===== config.mk =====
export PLATFORM = sky130hd
export DESIGN_NAME = lamp_strike_restrike_controller
export DESIGN_NICKNAME = d
export VERILOG_FILES = /design/src/rtl/lsrc_pkg.sv /design/src/rtl/lsrc_cfg_regs.sv /design/src/rtl/lsrc_core.sv /design/src/rtl/lamp_strike_restrike_controller.sv
export SDC_FILE = /design/constraint.sdc
export NUM_CORES = 1
export LEC_CHECK = 0
export BUFFER_PORTS_ARGS = -buffer_cell sky130_fd_sc_hd__buf_2
export CAP_MARGIN = 20
export CORE_UTILIZATION = 45
export DETAILED_ROUTE_END_ITERATION = 6
export GPL_TIMING_DRIVEN = 0
export PLACE_DENSITY = 0.72
export SLEW_MARGIN = 20
export SYNTH_ARGS = -nofsm -noshare
export SYNTH_HDL_FRONTEND = slang
export SYNTH_HIERARCHICAL = 1
export SYNTH_SLANG_ARGS = --single-unit

===== constraint.sdc =====
create_clock -name clk -period 9.8 [get_ports clk]
set_input_delay 1.47 -clock clk [delete_from_list [all_inputs] [get_ports clk]]
set_output_delay 1.47 -clock clk [all_outputs]
set_load 0.05 [all_outputs]

===== src/rtl/lsrc_pkg.sv =====
// ----------------------------------------------------------------------------
// lsrc_pkg
// shared types and constants of the lamp strike/restrike controller
// ----------------------------------------------------------------------------
package lsrc_pkg;

  localparam int TimerBitsDefault = 32;

  localparam logic [3:0] ST_OFF   = 4'd0;
  localparam logic [3:0] ST_START = 4'd1;
  localparam logic [3:0] ST_RUN   = 4'd2;
  localparam logic [3:0] ST_FPT   = 4'd3;
  localparam logic [3:0] ST_CD1   = 4'd4;
  localparam logic [3:0] ST_AT1   = 4'd5;
  localparam logic [3:0] ST_CD2   = 4'd6;
  localparam logic [3:0] ST_AT2   = 4'd7;
  localparam logic [3:0] ST_CD3   = 4'd8;
  localparam logic [3:0] ST_AT3   = 4'd9;
  localparam logic [3:0] ST_FAIL  = 4'd10;

  localparam logic [2:0] LVL_OFF     = 3'd0;
  localparam logic [2:0] LVL_FULL    = 3'd4;
  localparam logic [2:0] LVL_UNKNOWN = 3'd5;

  localparam logic [1:0] KIND_DIM    = 2'd1;
  localparam logic [1:0] KIND_NONDIM = 2'd2;

  localparam logic [2:0] REG_KIND      = 3'd0;
  localparam logic [2:0] REG_START_TO  = 3'd1;
  localparam logic [2:0] REG_COOLDOWN  = 3'd2;
  localparam logic [2:0] REG_FPT       = 3'd3;
  localparam logic [2:0] REG_NONDIM    = 3'd4;
  localparam logic [2:0] REG_DISCHARGE = 3'd5;

  localparam int InW  = 32;
  localparam int OutW = 56;

  typedef struct packed {
    logic [1:0]  lamp_kind;
    logic [15:0] start_timeout_ms;
    logic [15:0] cooldown_ms;
    logic [23:0] fullpower_test_ms;
    logic [15:0] nondim_check_ms;
    logic [9:0]  discharge_ms;
  } cfg_t;

  function automatic logic [6:0] duty_of(input logic [2:0] lvl);
    case (lvl)
      3'd1:    duty_of = 7'd100;
      3'd2:    duty_of = 7'd83;
      3'd3:    duty_of = 7'd50;
      default: duty_of = 7'd0;
    endcase
  endfunction

endpackage


===== src/rtl/lsrc_cfg_regs.sv =====
// ----------------------------------------------------------------------------
// lsrc_cfg_regs
// configuration register file
// ----------------------------------------------------------------------------
module lsrc_cfg_regs
  import lsrc_pkg::*;
(
  input  logic        clk,
  input  logic        rst_n,
  input  logic        wr_en,
  input  logic [2:0]  wr_index,
  input  logic [31:0] wr_data,
  output cfg_t        cfg
);

  cfg_t cfg_r;

  always_ff @(posedge clk) begin
    if (!rst_n) begin
      cfg_r.lamp_kind         <= 2'd0;
      cfg_r.start_timeout_ms  <= 16'd10000;
      cfg_r.cooldown_ms       <= 16'd5000;
      cfg_r.fullpower_test_ms <= 24'd7200000;
      cfg_r.nondim_check_ms   <= 16'd1000;
      cfg_r.discharge_ms      <= 10'd100;
    end else if (wr_en) begin
      unique case (wr_index)
        REG_KIND:      cfg_r.lamp_kind         <= wr_data[1:0];
        REG_START_TO:  cfg_r.start_timeout_ms  <= wr_data[15:0];
        REG_COOLDOWN:  cfg_r.cooldown_ms       <= wr_data[15:0];
        REG_FPT:       cfg_r.fullpower_test_ms <= wr_data[23:0];
        REG_NONDIM:    cfg_r.nondim_check_ms   <= wr_data[15:0];
        REG_DISCHARGE: cfg_r.discharge_ms      <= wr_data[9:0];
        default: ;
      endcase
    end
  end

  assign cfg = cfg_r;

endmodule


===== src/rtl/lsrc_core.sv =====
// ----------------------------------------------------------------------------
// lsrc_core
// one-tick step: request handling, level inference, state machine, monitor
// ----------------------------------------------------------------------------
module lsrc_core
  import lsrc_pkg::*;
#(
  parameter int TIMER_BITS = TimerBitsDefault
) (
  input  logic            clk,
  input  logic            rst_n,
  input  logic            step,
  input  cfg_t            cfg,
  input  logic [InW-1:0]  in_item,
  output logic [OutW-1:0] out_item
);

  logic [3:0]            pend_r, pend_nxt;
  logic [2:0]            cons_r, cons_nxt;
  logic [2:0]            rep_r, rep_nxt;
  logic [3:0]            state_r, state_nxt;
  logic [2:0]            cmd_r;
  logic                  en_r, en_nxt;
  logic [TIMER_BITS-1:0] tmr_r, tmr_nxt, e;
  logic [1:0]            mon_r, mon_nxt;
  logic [9:0]            dis_r, dis_nxt;

  logic       req_valid, freq_valid, status_on, r12, r24, pok, roff_done, ron_busy;
  logic [2:0] req_level, lvl, cmd;
  logic [15:0] fhz;
  logic       consumed, rejected, rails_req, force_en, warming, go;
  logic [3:0] go_st;
  logic [31:0] elapsed;
  logic [63:0] tmr_wide;

  always_comb begin
    req_valid  = in_item[0];
    req_level  = in_item[3:1];
    freq_valid = in_item[4];
    fhz        = in_item[20:5];
    status_on  = in_item[21];
    r12        = in_item[22];
    r24        = in_item[23];
    pok        = in_item[24];
    roff_done  = in_item[25];
    ron_busy   = in_item[26];

    consumed = 1'b0; rejected = 1'b0; rails_req = 1'b0; force_en = 1'b0;
    state_nxt = state_r;
    tmr_nxt = (&tmr_r) ? tmr_r : tmr_r + 1'b1;
    pend_nxt = pend_r;
    cons_nxt = cons_r;
    rep_nxt = rep_r;
    mon_nxt = mon_r;
    dis_nxt = dis_r;

    if (req_valid) pend_nxt = (req_level <= 3'd4) ? {1'b1, req_level} : 4'd0;
    lvl = pend_nxt[2:0];
    if (pend_nxt[3] && lvl != cons_r && lvl != rep_r && state_r != ST_FAIL) begin
      if (cfg.lamp_kind == KIND_NONDIM && lvl != LVL_OFF && lvl != LVL_FULL) begin
        pend_nxt = 4'd0; rejected = 1'b1;
      end else if (lvl != LVL_OFF && (!r12 || !r24)) begin
        pend_nxt = 4'd0; rejected = 1'b1;
      end else begin
        if (rep_r == LVL_OFF && lvl != LVL_OFF) begin
          state_nxt = ST_START; tmr_nxt = '0;
        end
        cons_nxt = lvl; consumed = 1'b1;
      end
    end

    if (freq_valid) begin
      rep_nxt = LVL_UNKNOWN;
      if (cfg.lamp_kind == KIND_NONDIM) rep_nxt = (en_r && !status_on) ? LVL_FULL : LVL_OFF;
      else if (cmd_r == LVL_OFF) rep_nxt = LVL_OFF;
      else if (fhz < 16'd100) rep_nxt = status_on ? LVL_OFF : LVL_FULL;
      else if (fhz > 16'd900 && fhz < 16'd1100) rep_nxt = 3'd3;
      else if (fhz > 16'd400 && fhz < 16'd600) rep_nxt = 3'd2;
      else if (fhz > 16'd150 && fhz < 16'd250) rep_nxt = 3'd1;
    end

    e = tmr_nxt;
    cmd = LVL_OFF;
    go = 1'b0;
    go_st = state_nxt;
    case (state_nxt)
      ST_START: begin
        cmd = LVL_FULL;
        if (rep_nxt == LVL_FULL) begin go = 1'b1; go_st = ST_RUN; end
        if (e > TIMER_BITS'(cfg.start_timeout_ms)) begin go = 1'b1; go_st = ST_CD1; end
        if (cons_nxt == LVL_OFF) begin go = 1'b1; go_st = ST_OFF; end
      end
      ST_RUN: begin
        cmd = cons_nxt;
        if (cfg.lamp_kind == KIND_DIM && e > TIMER_BITS'(cfg.fullpower_test_ms)) begin
          go = 1'b1; go_st = ST_FPT;
        end
        if (cfg.lamp_kind == KIND_NONDIM && e > TIMER_BITS'(cfg.nondim_check_ms)
            && rep_nxt != LVL_FULL) begin
          go = 1'b1; go_st = ST_CD1;
        end
        if (cons_nxt == LVL_OFF) begin go = 1'b1; go_st = ST_OFF; end
      end
      ST_FPT: begin
        cmd = LVL_FULL;
        if (rep_nxt == LVL_FULL) begin go = 1'b1; go_st = ST_RUN; end
        else if (e > TIMER_BITS'(cfg.start_timeout_ms)) begin go = 1'b1; go_st = ST_CD1; end
        if (cons_nxt == LVL_OFF) begin go = 1'b1; go_st = ST_OFF; end
      end
      ST_CD1, ST_CD2, ST_CD3: begin
        if (cons_nxt == LVL_OFF) begin go = 1'b1; go_st = ST_OFF; end
        if (e > TIMER_BITS'(cfg.cooldown_ms)) begin go = 1'b1; go_st = state_nxt + 4'd1; end
      end
      ST_AT1, ST_AT2, ST_AT3: begin
        cmd = LVL_FULL;
        if (rep_nxt == LVL_FULL) begin go = 1'b1; go_st = ST_START; end
        if (e > TIMER_BITS'(cfg.start_timeout_ms)) begin go = 1'b1; go_st = state_nxt + 4'd1; end
        if (cons_nxt == LVL_OFF) begin go = 1'b1; go_st = ST_OFF; end
      end
      ST_FAIL: begin
        if (cons_nxt == LVL_OFF) begin go = 1'b1; go_st = ST_OFF; end
      end
      default: ;
    endcase
    if (cmd > 3'd4) cmd = LVL_OFF;
    if (go) begin state_nxt = go_st; tmr_nxt = '0; end

    case (mon_r)
      2'd0: if (state_nxt != ST_OFF && !pok) begin
        force_en = 1'b1; dis_nxt = '0; mon_nxt = 2'd1;
      end
      2'd1: if (dis_r >= cfg.discharge_ms) begin
        rails_req = 1'b1; mon_nxt = 2'd2;
      end else begin
        dis_nxt = dis_r + 10'd1; force_en = 1'b1;
      end
      2'd2: if (roff_done && !ron_busy) begin
        state_nxt = ST_OFF; tmr_nxt = '0; mon_nxt = 2'd0;
      end
      default: mon_nxt = 2'd0;
    endcase
    en_nxt = (cmd != LVL_OFF) || force_en;

    warming = (state_nxt == ST_START) ||
              (state_nxt == ST_RUN && tmr_nxt < TIMER_BITS'(cfg.start_timeout_ms));
    tmr_wide = 64'(tmr_nxt);
    elapsed = (|tmr_wide[63:32]) ? '1 : tmr_wide[31:0];

    out_item = {2'd0, rejected, consumed, elapsed, rails_req, warming, rep_nxt,
                state_nxt, en_nxt, duty_of(cmd), cmd};
  end

  always_ff @(posedge clk) begin
    if (!rst_n) begin
      pend_r <= {1'b1, LVL_OFF}; cons_r <= LVL_OFF; rep_r <= LVL_UNKNOWN;
      state_r <= ST_OFF; cmd_r <= LVL_OFF; en_r <= 1'b0; tmr_r <= '0;
      mon_r <= 2'd0; dis_r <= '0;
    end else if (step) begin
      pend_r <= pend_nxt; cons_r <= cons_nxt; rep_r <= rep_nxt;
      state_r <= state_nxt; cmd_r <= cmd; en_r <= en_nxt; tmr_r <= tmr_nxt;
      mon_r <= mon_nxt; dis_r <= dis_nxt;
    end
  end

endmodule


===== src/rtl/lamp_strike_restrike_controller.sv =====
// ----------------------------------------------------------------------------
// lamp_strike_restrike_controller
// millisecond-tick lamp strike, restrike and emergency shutdown controller
// ----------------------------------------------------------------------------
// usage:
//   in_*  : one transfer per millisecond tick with request, frequency and
//           rail/status flags
//   out_* : one result per tick: command level, duty, enable, state and flags
//   cfg_* : register writes (index 0..5); the user makes them while the block is idle, unenforced
// output: the result of a tick is registered and appears in the cycle after its transfer
// throughput: one tick per cycle unless stalled; the state update is a single compare
//   and select pass between the state registers and the output register
// reset: registers take their default values, state off, level unknown
// stall: the output register holds its result while out_tready is low;
//   in_tready is high when the output register is empty or being taken
// ----------------------------------------------------------------------------
module lamp_strike_restrike_controller
  import lsrc_pkg::*;
#(
  parameter int TIMER_BITS = TimerBitsDefault
) (
  input  logic            clk,
  input  logic            rst_n,
  input  logic            in_tvalid,
  output logic            in_tready,
  // req_valid, req_level, freq_valid, freq_hz, status_on, rail_12v_on,
  // rail_24v_on, power_ok, rails_off_done, rails_on_busy
  input  logic [InW-1:0]  in_tdata,
  output logic            out_tvalid,
  input  logic            out_tready,
  // cmd_level, pwm_duty, lamp_enable, strike_state, reported_level, warming,
  // rails_off_request, elapsed_ms, req_consumed, req_rejected
  output logic [OutW-1:0] out_tdata,
  input  logic            cfg_valid,
  output logic            cfg_ready,
  input  logic [2:0]      cfg_index,
  input  logic [31:0]     cfg_data
);

  cfg_t            cfg;
  logic            step;
  logic [OutW-1:0] res;
  logic [OutW-1:0] out_data_r;
  logic            out_valid_r;

  assign cfg_ready = 1'b1;
  assign in_tready = !out_valid_r || out_tready;
  assign step      = in_tvalid && in_tready;

  lsrc_cfg_regs u_cfg (
    .clk(clk), .rst_n(rst_n), .wr_en(cfg_valid), .wr_index(cfg_index),
    .wr_data(cfg_data), .cfg(cfg)
  );

  lsrc_core #(.TIMER_BITS(TIMER_BITS)) u_core (
    .clk(clk), .rst_n(rst_n), .step(step), .cfg(cfg), .in_item(in_tdata),
    .out_item(res)
  );

  always_ff @(posedge clk) begin
    if (!rst_n) begin
      out_valid_r <= 1'b0;
    end else if (in_tready) begin
      out_valid_r <= in_tvalid;
    end
    if (step) out_data_r <= res;
  end

  assign out_tvalid = out_valid_r;
  assign out_tdata  = out_data_r;

  a_stall_hold: assert property (@(posedge clk) disable iff (!rst_n)
    out_tvalid && !out_tready |=> out_tvalid && $stable(out_tdata))
    else $error("result changed under stall");
  a_step_valid: assert property (@(posedge clk) disable iff (!rst_n)
    step |=> out_tvalid)
    else $error("accepted tick gave no result");
  a_reject_excl: assert property (@(posedge clk) disable iff (!rst_n)
    out_tvalid |-> !(out_tdata[52] && out_tdata[53]))
    else $error("request both consumed and rejected");

endmodule

==> metrics.txt, run 1 <==
Synth Flop Type dfxtp_1; number of diodes 0; Mapped Area 0.0130 mm2; # nets final 1,789; Clock Latency Late Sink 0.53 ns; Post-DP HPWL 28,700 um; CP Depth 36; end of the worst register-to-register path out_tdata[18]; R2R Path Start u_core/cons_r[0]; max_slew headroom 0.411; routed wire length 37,200 um; DRC violations left 0; Die W 172 um; worst endpoint data arrival time approximately 9.6 ns; Layout area overhead 14.0%; Starting Density 0.463; port bufs 110; commonest non-fill, non-tap cells in the layout 153 x nor2_1, 147 x dfxtp_1, 134 x nand2_1; multi-input logic area 0.00763 mm2; Wirelength per Cell 18.5 um; H-tree depth 1; CTS Hold Buffers Added 0; Synth Warn # 6; Hold Fails Final Rpt 0; CP delay by family, top compound AO/OA/AOI/OAI gates; CTS max path bufs 3; die height 172 um; Critical Path Sink Type register; post-synth cell types 92; max_cap viols 0; Yosys reg bits 203; reg2reg path depth 36; status finished clean; Post-CTS Setup Inserts 0; CP max stage delay around 0.52 ns; pin count of the biggest net entering global routing 58; register area 0.00462 mm2; # rows 61; Slowest-stage cell, CP nor3_1; Final Core Density 0.527; first-pass GRT wire length roughly 58,000 um; Final period util 0.943; fmax roughly 110 MHz; gr usage total 0.252; initial drt markers 961; Post-synth ARST share 0; endpoints failing setup 0; vias in the first global route 10,600; GPL Wtd Cong 0.927; Synth Instances 1,477; Reg clk slew, reported paths 0.06 ns; max-slew violation count 0; Setup crit start kind input port; Peak VDD IR 0.113 mV; Sinks on Clock Net 203; Min-Delay Path Class reg -> reg; Clock Skew 0.0256 ns; worst reg2reg setup slack about 1.4 ns; CTS buffer count 23; post-layout minimum cycle time 9.25 ns; DR pass1 iterations 5; CTS tree built; die area 0.0296 mm2; IO Pins 131; WP data required slightly above 10 ns; Post-synth EDFFs 56; unrepaired setup endpoints after global routing false; vias per std cell 5.71; GRT overflow 0; most common cell after layout, fill and taps aside nor2_1; root buffer selected by CTS clkbuf_16; Core Region 0.0282 mm2; worst-path fanout max 10; Buffers & Inverters on Critical Path 7; worst setup path startpoint in_tdata[1]; Synth Area per Inst 8.82 um2; PwrDens 133 mW/mm2; ratio of cells with drive above 1 in the final layout 0.139; initial antenna violation count 0; Final ANT Viol Nets 0; total power 1.98 mW; Worst Max-Slew Pin Slew 0.877 ns; critical path type in -> reg; LEAKAGE 6.67 nW; Layout fillers 2,580; vias 11,500; Setup crit end out_tdata[18]; Seq/Total Area, Yosys 0.355
state kept, by name (all words and copies together), names as in the netlist:
name	count
u_core/cons_r	3
u_core/state_r	4
u_core/rep_r	3
u_core/en_r	1
out_tdata	56
u_core/pend_r	4
u_core/dis_r	10
u_core/mon_r	2
out_tvalid	1
u_core/cmd_r	3
u_core/tmr_r	32
u_cfg/cfg	84
synthesized netlist by cell type, drive strengths merged, types with 8 or more instances:
cell,instances,area [um2]
nand3,34,170
nor2,153,574
clkbuf,43,161
nand4,34,234
a31oi,14,87.6
o211ai,9,72.6
ha,103,1290
o21ai,57,297
o21a,18,135
a211oi,15,123
nor2b,61,382
and4,10,87.6
dfxtp,147,2940
nor3,45,230
inv,101,379
xor2,16,140
a21o,26,195
nand2b,8,57.6
a21oi,53,284
mux2i,128,1280
and3,10,63.8
nand2,134,503
xnor2,19,166
and2,16,103
edfxtp,56,1680
buf,43,284
o31ai,9,86.3
kinds of logic after synthesis:
kind of cell,after synthesis,share of synthesized area
buffers and inverters,187,0.0633
muxes,128,0.0983
DFF,203,0.355
adders and majority gates,103,0.0989
other,2,0.000576
and+or+nand+nor,555,0.218
AOI/OAI and AO/OA,264,0.143
xor gates and xnor gates,35,0.0235
where the power goes:
group	switching, mW	internal (mW)
Sequential	0.0110	0.885
Combinational	0.158	0.0722
Clock	0.345	0.507
metal layers:
| metal | vias up | GRT usage | routed length, um |
|---|---|---|---|
| li1 | 5526 | - | - |
| met1 | 5419 | 0.351 | 16800 |
| met2 | 438 | 0.397 | 16500 |
| met3 | 74 | 0.0327 | 2710 |
| met4 | 0 | 0.0896 | 1170 |
| met5 | - | 0 | 0 |
how the worst min path moves through the flow:
stage / from / endpoint / slack [ns] / cells after the start
2_1_floorplan: u_cfg/cfg[22] / u_cfg/cfg[22] / 0.43 / 2
3_3_place_gp: u_cfg/cfg[63] / u_cfg/cfg[63] / 0.44 / 2
3_5_place_dp: u_cfg/cfg[67] / u_cfg/cfg[67] / 0.45 / 2
4_1_cts: u_cfg/cfg[67] / u_cfg/cfg[67] / 0.46 / 2
5_1_grt: u_cfg/cfg[77] / u_cfg/cfg[77] / 0.48 / 2
6_report: u_cfg/cfg[67] / u_cfg/cfg[67] / 0.46 / 2
area by class of cell:
| type | instances | area share |
|---|---|---|
| multi-input cells | 1089 | 0.514 |
| flip-flops and latches | 203 | 0.311 |
| clock buffers | 32 | 0.0431 |
| repair buffers | 110 | 0.0371 |
| well taps | 378 | 0.0319 |
| plain buffers | 86 | 0.0305 |
| inverters | 101 | 0.0255 |
| clock inverters | 9 | 0.00683 |
repair_timing:
action / in CTS / in global routing
gates cloned: 0 / 0
resized for setup: 6 / 11
setup endpoints to repair: 1 / 1
worst min-delay path, cell delays in order (launching register included):
cell     delay [ns]
dfxtp_1        0.31
nand2_1        0.05
mux2i_1        0.05
stage by stage:
stage	setup slack [ns]	cells	hold slack, ns	instance area [um2]	setup TNS, ns
final	0.554	2008	0.455	14800	0
after global routing	0.144	2008	0.479	14800	0
after CTS	0.0955	2008	0.459	14800	0
after detailed placement	-0.846	1967	0.448	14100	-0.846
after global placement	-0.682	1967	0.443	14100	-0.682
after floorplan	1.70	1479	0.435	13000	0
Power figures use the tool's default switching activity.
==> inputs of run 2 (changes only) <==
ABC_AREA = 1   (was default)
PLACE_DENSITY = 0.71   (was 0.72)
==> run 2 against run 1 <==
Net effect:
- hold slack better by 0.0018 ns
- final area is 3.2% higher
- highest routed layer unchanged
- clock skew is 0.011 ns lower
- largest cell class unchanged
- largest power group is now the clock network
==> metrics.txt, run 2 <==
CTS max path bufs 3; Synth Area per Inst 6.86 um2; CP delay by family, top simple AND/OR/NAND/NOR gates; H-tree depth 1; Place WS 1.18 ns; Wirelength per Cell 16.1 um; Largest register FFs 84; ratio of cells with drive above 1 in the final layout 0.121; Starting Density 0.459; first-pass GRT wire length between 60,000 and 70,000 um; # rows a little over 60; Buffers & Inverters on Critical Path 11; Clock Skew 0.0148 ns; max_slew headroom 0.385; LEAKAGE 7.68 nW; DR pass1 iterations 5; Post-synth EDFFs 56; CTS tree built; max_cap viols 0; # nets final 2,248; PwrDens 174 mW/mm2; Commonest cells post-synth 474 x nand2_1, 288 x nor2_1, 273 x inv_1; die height roughly 170 um; max-slew violation count 0; CP dominant cell by count nand2_1; gr usage total 0.261; initial drt markers 1,052; die area between 0.03 and 0.04 mm2; Setup crit start kind input port; Mapped Area between 0.01 and 0.015 mm2; Final period util 0.836; Reg clk slew, reported paths 0.06 ns; pin count of the biggest net entering global routing 25; Sinks on Clock Net 203; multi-input logic area just over 0.007 mm2; WP data required 10.21 ns; post-synth cell types 54; Slowest-stage cell, CP o21ai_0; Seq/Total Area, Yosys 0.350; Layout area overhead 15.9%; CTS buffer count 26; Post-synth ARST share 0; critical path type in -> reg; fin worst setup slack 1.61 ns; endpoints failing setup 0; Yosys reg bits 203; Min-Delay Path Class reg -> reg; Critical Path Sink Type register; Synth top area share 0.223; fmax 122 MHz; initial antenna violation count 0; post_cts resized 0; count leader, synth nand2_1; GPL Wtd Cong 0.981; Synth Warn # 6; total power about 2.7 mW; unrepaired setup endpoints after global routing false; Synth Instances between 1,500 and 2,000; IO Pins 131; Peak VDD IR 0.126 mV; worst reg2reg setup slack 2.40 ns; port bufs 114; R2R Path Start u_core/state_r[3]; vias 12,900; Worst Max-Slew Pin Slew approximately 0.92 ns; Post-DP HPWL 31,100 um; post-layout minimum cycle time 8.19 ns; Layout fillers 2,841; vias per std cell 5.22; CTS Hold Buffers Added 0; Post-CTS Setup Inserts 0; status finished clean; routed wire length 39,800 um; Die W 173 um; GRT overflow 0; worst setup path startpoint in_tdata[3]; Final ANT Viol Nets 0; Hold Fails Final Rpt 0; commonest non-fill, non-tap cells in the layout 474 x nand2_1, 288 x nor2_1, 273 x inv_1; Clock Latency Late Sink 0.54 ns; worst-path fanout max 10; worst endpoint data arrival time 8.60 ns; register area approximately 0.0046 mm2; post-synth top area cell dfxtp_1; Synth Flop Type dfxtp_1; Final TNS setup 0 ns; number of diodes 0; CP max stage delay 0.53 ns; most common cell after layout, fill and taps aside nand2_1; Core Region 0.0288 mm2; HP Start u_cfg/cfg[41]; root buffer selected by CTS clkbuf_16; DRC violations left 0; vias in the first global route 12,200; ranking of synthesized cells by area dfxtp_1 22%, nand2_1 13%, edfxtp_1 13%
## run 2: cell types whose count changed in the layout (fill, tap and decap cells not counted), sizes merged, moves of 11 or more
cell / change
nand2: +348
o21a: -11
mux2i: -127
a21o: -25
nor2: +152
nor3: -23
and2: -15
a21oi: +35
inv: +181
nor2b: -61
nand3: +139
xnor2: -14
clkbuf: -21
## run 2: worst paths after layout
kind                                      end  cells after the start
worst max register to register  out_tdata[18]                     37
worst min-delay path            u_cfg/cfg[41]                      2
worst min register to register  u_cfg/cfg[41]                      2
worst max-delay path            out_tdata[18]                     41
## run 2: cell families after synthesis
logic type                 count (synthesis)  share of synthesized area
adders and majority gates                103                     0.0975
and+or+nand+nor                         1041                      0.340
AOI/OAI and AO/OA                        202                     0.0876
buffers and inverters                    354                      0.110
muxes                                      1                   0.000757
DFF                                      203                      0.350
other                                      2                   0.000568
xor gates and xnor gates                  21                     0.0139
## run 2: layer usage
layer  share of wire  vias up  wire length [um]  global-route usage
met5               0        -                 0                   0
met4           0.029        0              1160              0.0940
met3           0.059       71              2350              0.0289
met2            0.46      479             18400               0.441
met1            0.45     5886             17800               0.344
li1                -     6486                 -                   -
## run 2: worst min-delay path: cells and delay by family (launching register included)
family           cells  cell delay, ns
flip-flops           1            0.32
AND/OR/NAND/NOR      2            0.10
## run 2: layout make-up
cell class / count / share of cell area
plain buffers: 68 / 0.0251
clock buffers: 33 / 0.0482
clock inverters: 15 / 0.0155
inverters: 286 / 0.0701
multi-input cells: 1372 / 0.467
flip-flops and latches: 203 / 0.302
well taps: 384 / 0.0314
repair buffers: 116 / 0.0408
## run 2: per-stage QoR
stage                     area (um2)  hold WS (ns)  instances   util
after floorplan                13200         0.429       1929      -
after global placement         14300         0.442       2427  0.496
after detailed placement       14300         0.445       2429  0.499
after CTS                      15300         0.459       2477  0.532
after global routing           15300         0.485       2477  0.532
final                          15300         0.457       2477  0.532
## run 2: power breakdown
group	total [mW]	internal (mW)	switching, mW
clock	1.07	0.691	0.382
combinational	0.642	0.184	0.458
sequential	0.959	0.926	0.0328
==> inputs of run 3 (changes only) <==
ABC_AREA = 0   (was 1)
PLACE_DENSITY = 0.72   (was 0.71)
clock period = 8.03 ns   (was 9.8 ns; I/O delays follow)
==> run 3 against run 2 <==
Net effect:
- clock power hardly changed
- global-route usage fell by 0.90 points
- utilization rose by 0.18 points
- count of clock-buffer cells in the layout decreased by 1
- largest cell class unchanged
- largest power group is now registers
- combinational power decreased by 56%
- register-to-register slack worse by 1.8 ns
- flip-flop and latch count stayed put
- wire length decreased by 6.2%
- critical path depth is 9 lower
==> metrics.txt, run 3 (synthesis gave the netlist of run 1 again) <==
status finished clean; vias in the first global route 10,600; Final ANT Viol Nets 0; Critical Path Sink Type register; unrepaired setup endpoints after global routing false; post-route cell area 0.0150 mm2; CTS tree built; Die W 172 um; Worst Max-Slew Pin Slew 0.918 ns; Core Region about 0.028 mm2; routed wire length 37,300 um; Sequential Power Share 0.452; GPL Wtd Cong around 0.9; hold slack 0.455 ns; GRT overflow 0; die area 0.0296 mm2; fmax 130 MHz; clock share of power 0.430; initial antenna violation count 0; Placed Cells 1,967; initial drt markers 997; Starting Density 0.463; Final period util 0.961; most common cell after layout, fill and taps aside dfxtp_1; switching pwr 0.630 mW; # nets final roughly 1,800; DRC violations left 0; logic gate share of total power 0.118; pin count of the biggest net entering global routing between 50 and 60; Peak VDD IR 0.137 mV; non-filler cells, final between 2,000 and 2,500; Sinks on Clock Net 203; DR pass1 iterations 6; Clock Skew 0.0258 ns; vias 11,500; root buffer selected by CTS clkbuf_16; number of diodes 0; die height 172 um; critical path type in -> reg; gr usage total 0.252; max_slew headroom 0.383; ratio of cells with drive above 1 in the final layout 0.159; Internal 1.79 mW; H-tree depth 1; Reg clk slew, reported paths 0.06 ns; LEAKAGE about 6.7 nW; Final Core Density 0.534; CTS max path bufs 3; endpoints failing setup 0; Post-DP HPWL 28,700 um; max_cap viols 0; worst endpoint data arrival time 8.11 ns; Largest register FFs 84; first-pass GRT wire length between 50,000 and 60,000 um; Setup crit start kind input port; PwrDens around 160 mW/mm2; Hold Fails Final Rpt 0; Min-Delay Path Class reg -> reg; CTS buffer count 23; Wirelength per Cell 18.5 um; Layout area overhead 15.5%; CP max stage delay 0.35 ns; commonest non-fill, non-tap cells in the layout 147 x dfxtp_1, 144 x nor2_1, 134 x nand2_1; Clock Latency Late Sink 0.53 ns; post-layout minimum cycle time 7.72 ns; IO Pins 131; # rows roughly 60; port bufs between 100 and 150; max-slew violation count 0; Area after DPL between 0.01 and 0.015 mm2; vias per std cell 5.72; WP data required 8.42 ns; Slowest-stage cell, CP nor3_4; CTS Hold Buffers Added 0; sw frac 0.260; worst-path fanout max 10
run 3: repair_timing:
action | CTS | global route
setup endpoints to repair | 19 | 1
pin swaps | 0 | 4
resized for setup | 29 | 29
setup buffers | 0 | 5
run 3: worst paths after layout:
path / depth (start not counted) / startpoint / to / slack (ns)
min reg2reg: 2 / u_cfg/cfg[67] / u_cfg/cfg[67] / 0.45
min: 2 / u_cfg/cfg[67] / u_cfg/cfg[67] / 0.45
max reg2reg: 32 / u_core/tmr_r[27] / out_tdata[18] / 0.61
max: 32 / in_tdata[2] / out_tdata[18] / 0.31
run 3: area by class of cell:
type | count | area [um2]
Fill cell | 2537 | 13100
Multi-Input combinational cell | 1089 | 7780
Sequential cell | 203 | 4620
Clock buffer | 32 | 639
Timing Repair Buffer | 115 | 588
Tap cell | 378 | 473
Buffer | 85 | 467
Inverter | 101 | 379
Clock inverter | 9 | 101
run 3: critical path, delay by kind of cell:
kind	cells	cell delay (ns)
AO/OA/AOI/OAI	14	2.72
buffers and inverters	7	1.60
adder cells (fa/ha/maj)	2	0.60
AND/OR/NAND/NOR	9	1.94
run 3: metrics by stage:
| step | power (mW) | setup WS (ns) | TNS, ns |
|---|---|---|---|
| after global routing | 2.50 | 0.0100 | 0 |
| after floorplan | 1.31 | 0.200 | 0 |
| after global placement | 1.39 | -2.19 | -21.99 |
| final | 2.42 | 0.311 | 0 |
| after detailed placement | 1.39 | -2.35 | -31.54 |
| after CTS | 2.43 | 0.0157 | 0 |
run 3: routing by layer:
layer	GRT usage	wire, um	share of wire	vias to the layer above
met1	0.350	16800	0.45	5486
met3	0.0341	2670	0.072	59
met2	0.400	16800	0.45	421
met4	0.0866	1030	0.028	0
met5	0	0	0	-
li1	-	-	-	5548
run 3: power by group through the flow:
stage               Sequential (mW)  Combinational (mW)  Clock [mW]
CTS                            1.09               0.279        1.06
global placement               1.12               0.272           0
detailed placement             1.12               0.276           0
floorplan                      1.16               0.141           0
finish                         1.09               0.285        1.04
global route                   1.10               0.308        1.10
